==> config.mk <==
export PLATFORM = sky130hd
export DESIGN_NAME = fifo_scheduler_with_wait_queue_core
export DESIGN_NICKNAME = d
export VERILOG_FILES = /design/src/rtl/core/fsq_pkg.sv /design/src/rtl/core/fsq_ram.sv /design/src/rtl/core/fifo_scheduler_with_wait_queue_core.sv
export SDC_FILE = /design/constraint.sdc
export NUM_CORES = 1
export LEC_CHECK = 0
export BUFFER_PORTS_ARGS = -buffer_cell sky130_fd_sc_hd__buf_2
export CAP_MARGIN = 20
export CORE_MARGIN = 1.5
export CORE_UTILIZATION = 55
export CTS_CLUSTER_DIAMETER = 120
export DETAILED_ROUTE_END_ITERATION = 12
export PLACE_DENSITY_LB_ADDON = 0.12
export RECOVER_POWER = 100
export SLEW_MARGIN = 20
export SYNTH_ARGS = -nofsm -noshare
export SYNTH_HDL_FRONTEND = slang
export SYNTH_SLANG_ARGS = --single-unit
==> constraint.sdc <==
create_clock -name clk -period 4 [get_ports clk]
set_clock_uncertainty 0.05 [all_clocks]
set_input_delay 0.6 -clock clk [delete_from_list [all_inputs] [get_ports clk]]
set_output_delay 0.6 -clock clk [all_outputs]
set_load 0.01 [all_outputs]
==> src/rtl/core/fsq_pkg.sv <==
`default_nettype none

package fsq_pkg;

  localparam int SLOTS = 32;
  localparam int ID_W  = $clog2(SLOTS);

  typedef logic [ID_W-1:0] id_t;

  typedef enum logic [2:0] {
    ST_FREE    = 3'd0,
    ST_READY   = 3'd1,
    ST_RUNNING = 3'd2,
    ST_BLOCKED = 3'd3,
    ST_ZOMBIE  = 3'd4
  } status_t;

  typedef enum logic [1:0] {
    CMD_READY = 2'd0,
    CMD_BLOCK = 2'd1,
    CMD_EXIT  = 2'd2,
    CMD_SCHED = 2'd3
  } cmd_t;

  typedef enum logic [1:0] {
    OUT_ACK      = 2'd0,
    OUT_SCHED    = 2'd1,
    OUT_SHUTDOWN = 2'd2,
    OUT_STUCK    = 2'd3
  } outcome_t;

  typedef enum logic [2:0] {
    S_IDLE,
    S_WREAD,
    S_WTGT,
    S_WEVAL,
    S_POP,
    S_POPD,
    S_DONE
  } state_t;

endpackage

`default_nettype wire

==> src/rtl/core/fsq_ram.sv <==
`default_nettype none

module fsq_ram #(
  parameter int WIDTH = 8,
  parameter int DEPTH = 32
) (
  input  logic                     clk,
  input  logic                     we,
  input  logic [$clog2(DEPTH)-1:0] waddr,
  input  logic [WIDTH-1:0]         wdata,
  input  logic [$clog2(DEPTH)-1:0] raddr,
  output logic [WIDTH-1:0]         rdata
);

  logic [WIDTH-1:0] mem [DEPTH];

  always_ff @(posedge clk) begin
    if (we) begin
      mem[waddr] <= wdata;
    end
    rdata <= mem[raddr];
  end

endmodule

`default_nettype wire

==> src/rtl/core/fifo_scheduler_with_wait_queue_core.sv <==
`default_nettype none

// FIFO ready-queue scheduler with a wait queue. Slot status, wait targets and
// the next-slot links of the ready and blocked queues sit in single-port-read
// RAMs; head/tail registers and per-slot membership and liveness flags are
// flops. One item is taken at a time. A schedule item walks the wait queue,
// doing for each blocked-queue entry a link/target read, a status read of the
// target and an update, then reads the ready-queue head and pops it unless
// the ready queue is empty. A new item is accepted while the previous result
// waits at the output register.
module fifo_scheduler_with_wait_queue_core
  import fsq_pkg::*;
(
  input  logic       clk,
  input  logic       rst,
  input  logic       in_valid,
  output logic       in_stall,
  input  logic [1:0] cmd,
  input  id_t        proc_id,
  input  id_t        waited_id,
  input  logic       exit_kind,
  output logic       out_valid,
  input  logic       out_stall,
  output logic [1:0] outcome,
  output id_t        chosen_id
);

  state_t state, state_next;

  logic             accept, out_free, zombie, last;
  id_t              rhead, rtail, bhead, btail;
  logic             rvalid, bvalid;
  logic [SLOTS-1:0] in_ready, in_blocked, live, written;
  id_t              cur, nxt, prev, tgt;
  logic             has_prev;
  outcome_t         res_outcome;
  id_t              res_chosen;

  logic       st_we, tg_we, rl_we, bl_we;
  id_t        st_waddr, tg_waddr, rl_waddr, bl_waddr;
  logic [2:0] st_wdata, st_rdata;
  id_t        tg_wdata, rl_wdata, bl_wdata;
  id_t        st_raddr, tg_raddr, rl_raddr, bl_raddr;
  id_t        tg_rdata, rl_rdata, bl_rdata;

  fsq_ram #(.WIDTH(3), .DEPTH(SLOTS)) u_status (
    .clk(clk), .we(st_we), .waddr(st_waddr), .wdata(st_wdata),
    .raddr(st_raddr), .rdata(st_rdata)
  );
  fsq_ram #(.WIDTH(ID_W), .DEPTH(SLOTS)) u_target (
    .clk(clk), .we(tg_we), .waddr(tg_waddr), .wdata(tg_wdata),
    .raddr(tg_raddr), .rdata(tg_rdata)
  );
  fsq_ram #(.WIDTH(ID_W), .DEPTH(SLOTS)) u_rlink (
    .clk(clk), .we(rl_we), .waddr(rl_waddr), .wdata(rl_wdata),
    .raddr(rl_raddr), .rdata(rl_rdata)
  );
  fsq_ram #(.WIDTH(ID_W), .DEPTH(SLOTS)) u_blink (
    .clk(clk), .we(bl_we), .waddr(bl_waddr), .wdata(bl_wdata),
    .raddr(bl_raddr), .rdata(bl_rdata)
  );

  assign in_stall = (state != S_IDLE);
  assign accept   = in_valid && (state == S_IDLE);
  assign out_free = !out_valid || !out_stall;
  assign zombie   = written[tgt] && (st_rdata == ST_ZOMBIE);
  assign last     = (cur == btail);

  always_comb begin
    state_next = state;
    unique case (state)
      S_IDLE: begin
        if (accept) begin
          if (cmd_t'(cmd) == CMD_SCHED) begin
            state_next = bvalid ? S_WREAD : S_POP;
          end else begin
            state_next = S_DONE;
          end
        end
      end
      S_WREAD: state_next = S_WTGT;
      S_WTGT:  state_next = S_WEVAL;
      S_WEVAL: state_next = last ? S_POP : S_WREAD;
      S_POP:   state_next = rvalid ? S_POPD : S_DONE;
      S_POPD:  state_next = S_DONE;
      S_DONE:  state_next = out_free ? S_IDLE : S_DONE;
      default: state_next = S_IDLE;
    endcase
  end

  always_comb begin
    st_we = 1'b0; st_waddr = '0; st_wdata = ST_FREE; st_raddr = '0;
    tg_we = 1'b0; tg_waddr = '0; tg_wdata = '0;      tg_raddr = '0;
    rl_we = 1'b0; rl_waddr = '0; rl_wdata = '0;      rl_raddr = '0;
    bl_we = 1'b0; bl_waddr = '0; bl_wdata = '0;      bl_raddr = '0;
    unique case (state)
      S_IDLE: begin
        if (accept) begin
          unique case (cmd_t'(cmd))
            CMD_READY: begin
              if (!in_ready[proc_id]) begin
                st_we = 1'b1; st_waddr = proc_id; st_wdata = ST_READY;
                rl_we = rvalid; rl_waddr = rtail; rl_wdata = proc_id;
              end
            end
            CMD_BLOCK: begin
              tg_we = 1'b1; tg_waddr = proc_id; tg_wdata = waited_id;
              if (!in_blocked[proc_id]) begin
                st_we = 1'b1; st_waddr = proc_id; st_wdata = ST_BLOCKED;
                bl_we = bvalid; bl_waddr = btail; bl_wdata = proc_id;
              end
            end
            CMD_EXIT: begin
              st_we = 1'b1; st_waddr = proc_id;
              st_wdata = exit_kind ? ST_ZOMBIE : ST_FREE;
            end
            default: ;
          endcase
        end
      end
      S_WREAD: begin
        bl_raddr = cur;
        tg_raddr = cur;
      end
      S_WTGT: st_raddr = tg_rdata;
      S_WEVAL: begin
        if (zombie) begin
          if (!in_ready[cur]) begin
            st_we = 1'b1; st_waddr = cur; st_wdata = ST_READY;
            rl_we = rvalid; rl_waddr = rtail; rl_wdata = cur;
          end
          bl_we = has_prev; bl_waddr = prev; bl_wdata = nxt;
        end
      end
      S_POP:  rl_raddr = rhead;
      S_POPD: begin
        st_we = 1'b1; st_waddr = rhead; st_wdata = ST_RUNNING;
      end
      default: ;
    endcase
  end

  always_ff @(posedge clk) begin
    if (rst) begin
      state      <= S_IDLE;
      rvalid     <= 1'b0;
      bvalid     <= 1'b0;
      in_ready   <= '0;
      in_blocked <= '0;
      live       <= '0;
      written    <= '0;
      has_prev   <= 1'b0;
      out_valid  <= 1'b0;
    end else begin
      state <= state_next;
      if (state == S_DONE && out_free) begin
        out_valid <= 1'b1;
        outcome   <= res_outcome;
        chosen_id <= res_chosen;
      end else if (out_valid && !out_stall) begin
        out_valid <= 1'b0;
      end
      unique case (state)
        S_IDLE: begin
          if (accept) begin
            res_outcome <= OUT_ACK;
            res_chosen  <= '0;
            has_prev    <= 1'b0;
            cur         <= bhead;
            unique case (cmd_t'(cmd))
              CMD_READY: begin
                if (!in_ready[proc_id]) begin
                  in_ready[proc_id] <= 1'b1;
                  written[proc_id]  <= 1'b1;
                  live[proc_id]     <= 1'b1;
                  if (!rvalid) begin
                    rhead  <= proc_id;
                    rvalid <= 1'b1;
                  end
                  rtail <= proc_id;
                end
              end
              CMD_BLOCK: begin
                if (!in_blocked[proc_id]) begin
                  in_blocked[proc_id] <= 1'b1;
                  written[proc_id]    <= 1'b1;
                  live[proc_id]       <= 1'b1;
                  if (!bvalid) begin
                    bhead  <= proc_id;
                    bvalid <= 1'b1;
                  end
                  btail <= proc_id;
                end
              end
              CMD_EXIT: begin
                written[proc_id] <= 1'b1;
                live[proc_id]    <= 1'b0;
              end
              default: ;
            endcase
          end
        end
        S_WTGT: begin
          nxt <= bl_rdata;
          tgt <= tg_rdata;
        end
        S_WEVAL: begin
          if (zombie) begin
            if (!in_ready[cur]) begin
              in_ready[cur] <= 1'b1;
              written[cur]  <= 1'b1;
              live[cur]     <= 1'b1;
              if (!rvalid) begin
                rhead  <= cur;
                rvalid <= 1'b1;
              end
              rtail <= cur;
            end
            in_blocked[cur] <= 1'b0;
            if (!has_prev) begin
              if (last) begin
                bvalid <= 1'b0;
              end else begin
                bhead <= nxt;
              end
            end else if (last) begin
              btail <= prev;
            end
          end else begin
            prev     <= cur;
            has_prev <= 1'b1;
          end
          cur <= nxt;
        end
        S_POP: begin
          if (!rvalid) begin
            res_outcome <= (live == '0) ? OUT_SHUTDOWN : OUT_STUCK;
          end
        end
        S_POPD: begin
          res_outcome     <= OUT_SCHED;
          res_chosen      <= rhead;
          in_ready[rhead] <= 1'b0;
          written[rhead]  <= 1'b1;
          live[rhead]     <= 1'b1;
          if (rhead == rtail) begin
            rvalid <= 1'b0;
          end else begin
            rhead <= rl_rdata;
          end
        end
        default: ;
      endcase
    end
  end

endmodule

`default_nettype wire

==> flow_summary_export.csv <==
group,metric,value,unit
run_status,run_status,"finished with violations",
run_status,violations_in_the_final_reports,"capacitance limit, slew limit",
place,port_buffers,25,
clocking,cts.clk_slew.worst_paths,0.06,ns
clocking,cts.sink_count,783,
synthesis,mappedNetlistNets,2579,
floorplanning,die-width,251,um
clocking,post_cts.repair.setup_buffers,0,
sta,grt_setup_unrepaired,"no",
global_route,grt_antenna_before_repair,6,
power,power_switching_share,0.285,
worst_setup_path,worstPathCellList,"clkbuf_1 > mux4_2 > nor2b_1 > o21ai_0 > buf_4 > nand4_1 > buf_4 > nor2_2 > clkbuf_2 > nand2_1 > o21ai_2 > buf_12",
final_layout,finalNetCount,2642,
synthesis,synth-compound-area-share,0.132,
worst_setup_path,worstPathRequired,4.40,ns
final_layout,fillers,4624,
routing,postRouteWirelength,88.6,mm
routing,first_iter_violations,2464,
sta,final.min_clock_period,3.85,ns
clocking,cts_buffer_count,80,
clocking,cts_tree,"done",
place,pre_cts_ws,0.0258,ns
sta,timing.fmax,260,MHz
place,dpl.cell_count,3325,
routing,routed_wire_length_per_instance,25.5,um
sta,postLayoutSetupSlackWorst,0.152,ns
final_layout,final_area,37700,sq um
clocking,max_clock_buf_depth,3,
worst_setup_path,cp_common_cell,"sky130_fd_sc_hd__buf_4",
sta,final_hold_vios,0,
power,internal,14.9,mW
global_route,grt_pass1_vias,22300,
sta,setup-tns-final,0,ns
routing,via_count,22700,
floorplanning,fp.dieArea,62800,sq um
floorplanning,start_util,0.557,
worst_setup_path,timing.critical_path.from_type,"primary input",
final_layout,layout-drive-gt1-share,0.142,
worst_setup_path,startpoint,"proc_id[0]",
floorplanning,floorplan.io_pins,26,
sta,hold_ws,0.329,ns
sta,min_period_over_period,0.962,
flow_run,max_cap_viol_count,1,
power,power_switching,5.93,mW
floorplanning,core_area,60500,sq um
power,clockPowerShare,0.355,
power,share_seq_of_total_power,0.453,
synthesis,number_of_synthesized_register_bits,783,
floorplanning,die_height,251,um
synthesis,synth-async-reset-ratio,0,
synthesis,synth_top_cell_by_area,"sky130_fd_sc_hd__edfxtp_1",
worst_setup_path,critPathMaxStageDelay,0.75,ns
synthesis,netlist_top_cells_area,"sky130_fd_sc_hd__edfxtp_1 (56%), sky130_fd_sc_hd__dfxtp_1 (9.1%), sky130_fd_sc_hd__mux4_2 (6.3%), sky130_fd_sc_hd__a211oi_1 (2.6%), sky130_fd_sc_hd__nand2_1 (2.3%)",
sta,final_max_slew_viol_count,26,
power,vdd.ir_drop.worst,0.417,mV
routing,drt_pre_antenna_iters,6,
floorplanning,std_cell_rows,90,
clocking,ctsRootBufferMaster,"sky130_fd_sc_hd__clkbuf_16",
final_layout,fin_cells,3476,
clocking,cts.hold.buffers_added,0,
synthesis,ys_warn_count,0,
final_layout,flow.area_growth_from_synthesis,11.8,%
routing,drc_violations_left,0,
worst_setup_path,criticalPathCategory,"in2reg",
global_route,grt_pass1_wl,134,mm
routing,vias_per_instance,6.53,
synthesis,avgSynthCellArea,13.2,sq um
clocking,clk-insertion-delay-late,0.63,ns
place,place.detailed.hpwl,58.2,mm
sta,least_margin_pin_slew,1.98,ns
clocking,htree_num_levels,3,
sta,tightest_slew_margin_relative_to_the_limit,-0.326,
place,routabilityCongestion,0.949,
hold_path,worstHoldStart,"rst",
hold_path,hold_path.class,"in2reg",
global_route,pin_count_of_the_biggest_net_entering_global_routing,131,
sta,setup_viol,0,
power,design_power_total,20.8,mW
synthesis,synth_cells,2562,
worst_setup_path,critPathArrivalTime,4.25,ns
synthesis,cell_area_after_synthesis,33700,sq um
synthesis,post_synth_fa_ha_maj_area_fraction,0,
global_route,overflow,0,
synthesis,synth_xor_xnor_area_share,0.00260,
worst_setup_path,slowest_stage,"sky130_fd_sc_hd__clkbuf_2",
worst_setup_path,ff2ff_setup_slack,0.19,ns
synthesis,synth.mux.area_fraction,0.0847,
synthesis,post_synth_num_cell_types,75,
power,power.density_cell_area,553,nW/um^2
routing,antenna_violating_nets_post_route,0,
synthesis,synth_top_family_by_area,"compound AO/OA/AOI/OAI gates",
worst_setup_path,type_of_destination_of_the_critical_path,"flop",
global_route,groute.usage.overall,0.282,
worst_setup_path,worstReg2RegStart,"cur[0]$_DFFE_PP_",
clocking,postCtsResizedCells,0,
final_layout,final_util,0.623,
worst_setup_path,maximum_fanout_count_along_the_critical_path,34,
synthesis,yosys.area_share.simple,0.0984,
synthesis,synth_seq_area_share,0.652,
synthesis,yosys.area.top_type_share,0.561,
power,static-leakage-power,12.1,nW
synthesis,synthFlopType,"sky130_fd_sc_hd__edfxtp_1",
power,share_comb_of_total_power,0.192,
place,dpl_cell_area,35400,sq um
synthesis,post_synth_edffs,630,
## cells in the mapped netlist (all sizes together) (5+ instances only)
cell    number
o31ai        7
clkbuf     170
nor3b        6
mux2        13
nor4b        8
o32ai       23
a31oi       18
a221oi       7
o22ai      122
nor3        60
a22o         5
a211o        8
or3b        11
nand3b      20
a221o        5
a311oi      18
a21o         9
edfxtp     630
and3        27
nand4        8
mux4        94
nor2       182
and3b        5
inv         49
or3         15
and2        40
nand2b      19
nor4        10
dfxtp      153
o21ai      109
buf         34
a22oi        6
nand2      207
mux2i       59
a32oi        6
a21oi      141
o221ai      43
nand3       26
xor2         6
a211oi     117
nor2b       27
## critical path: cells and delay by family
family,cells,cell delay [ns]
AOI/OAI and AO/OA,2,0.35
and+or+nand+nor,4,0.67
buffers and inverters,5,1.97
muxes,1,0.60
## cell usage in the layout, fill, tap and decap left out, types with 43 or more instances in the layout
cell type,instances
sky130_fd_sc_hd__a211oi_1,117
sky130_fd_sc_hd__o21ai_0,106
sky130_fd_sc_hd__buf_4,68
sky130_fd_sc_hd__clkbuf_1,86
sky130_fd_sc_hd__nor3_1,59
sky130_fd_sc_hd__mux2i_1,59
sky130_fd_sc_hd__nand2_1,206
sky130_fd_sc_hd__clkbuf_16,83
sky130_fd_sc_hd__o221ai_1,43
sky130_fd_sc_hd__edfxtp_1,630
sky130_fd_sc_hd__inv_1,49
sky130_fd_sc_hd__dfxtp_1,153
sky130_fd_sc_hd__nor2_1,179
sky130_fd_sc_hd__a21oi_1,141
sky130_fd_sc_hd__mux4_2,94
sky130_fd_sc_hd__o22ai_1,120
## final timing paths
| path | cells past startpoint | end |
|---|---|---|
| min reg2reg | 0 | nxt[0]$_DFFE_PP_ |
| min | 2 | bvalid$_SDFFE_PP0P_ |
| max reg2reg | 6 | u_target.rdata[2]$_DFF_P_ |
| max | 12 | u_blink.mem[10][0]$_DFFE_PP_ |
## registers in the layout (all words and copies together), names as in the netlist, 32 cells and up, named ones only
signal,cells
u_rlink.mem,160
u_status.mem,96
u_target.mem,160
in_blocked,32
written,32
in_ready,32
u_blink.mem,160
## layer usage
layer / global-route usage / vias up / part of all wire
met5: 0 / - / 0.00049
met4: 0.104 / 8 / 0.035
met3: 0.0499 / 215 / 0.080
met2: 0.439 / 1007 / 0.46
met1: 0.399 / 11300 / 0.42
li1: - / 10100 / -
## cell type report
| class | instances | area [sq um] | share of cell area |
|---|---|---|---|
| timing repair buffer | 185 | 1170 | 0.0311 |
| clock buffer | 111 | 2250 | 0.0598 |
| clock inverter | 37 | 349 | 0.00927 |
| sequential | 783 | 22000 | 0.583 |
| inverter | 49 | 184 | 0.00488 |
| antenna | 3 | 7.51 | 0.000199 |
| multi-input combinational | 1526 | 10800 | 0.285 |
| tap | 782 | 978 | 0.0260 |
## cells by family (layout without fill, tap and decap cells)
group	Yosys count	count (layout)
XOR/XNOR	10	10
other	0	3
AND/OR/NAND/NOR	682	682
AO/OA/AOI/OAI	668	668
buffers and inverters	253	382
multiplexers	166	166
flip-flops	783	783
## power groups by stage
stage,clock network (mW),registers (mW),logic [mW]
final,7.39,9.44,3.99
after global routing,7.77,9.46,4.25
after CTS,7.48,9.43,4.05
after detailed placement,0,9.60,4.03
after global placement,0,9.60,3.96
after floorplan,0,9.45,2.67
(Power assumes the default switching activity.)
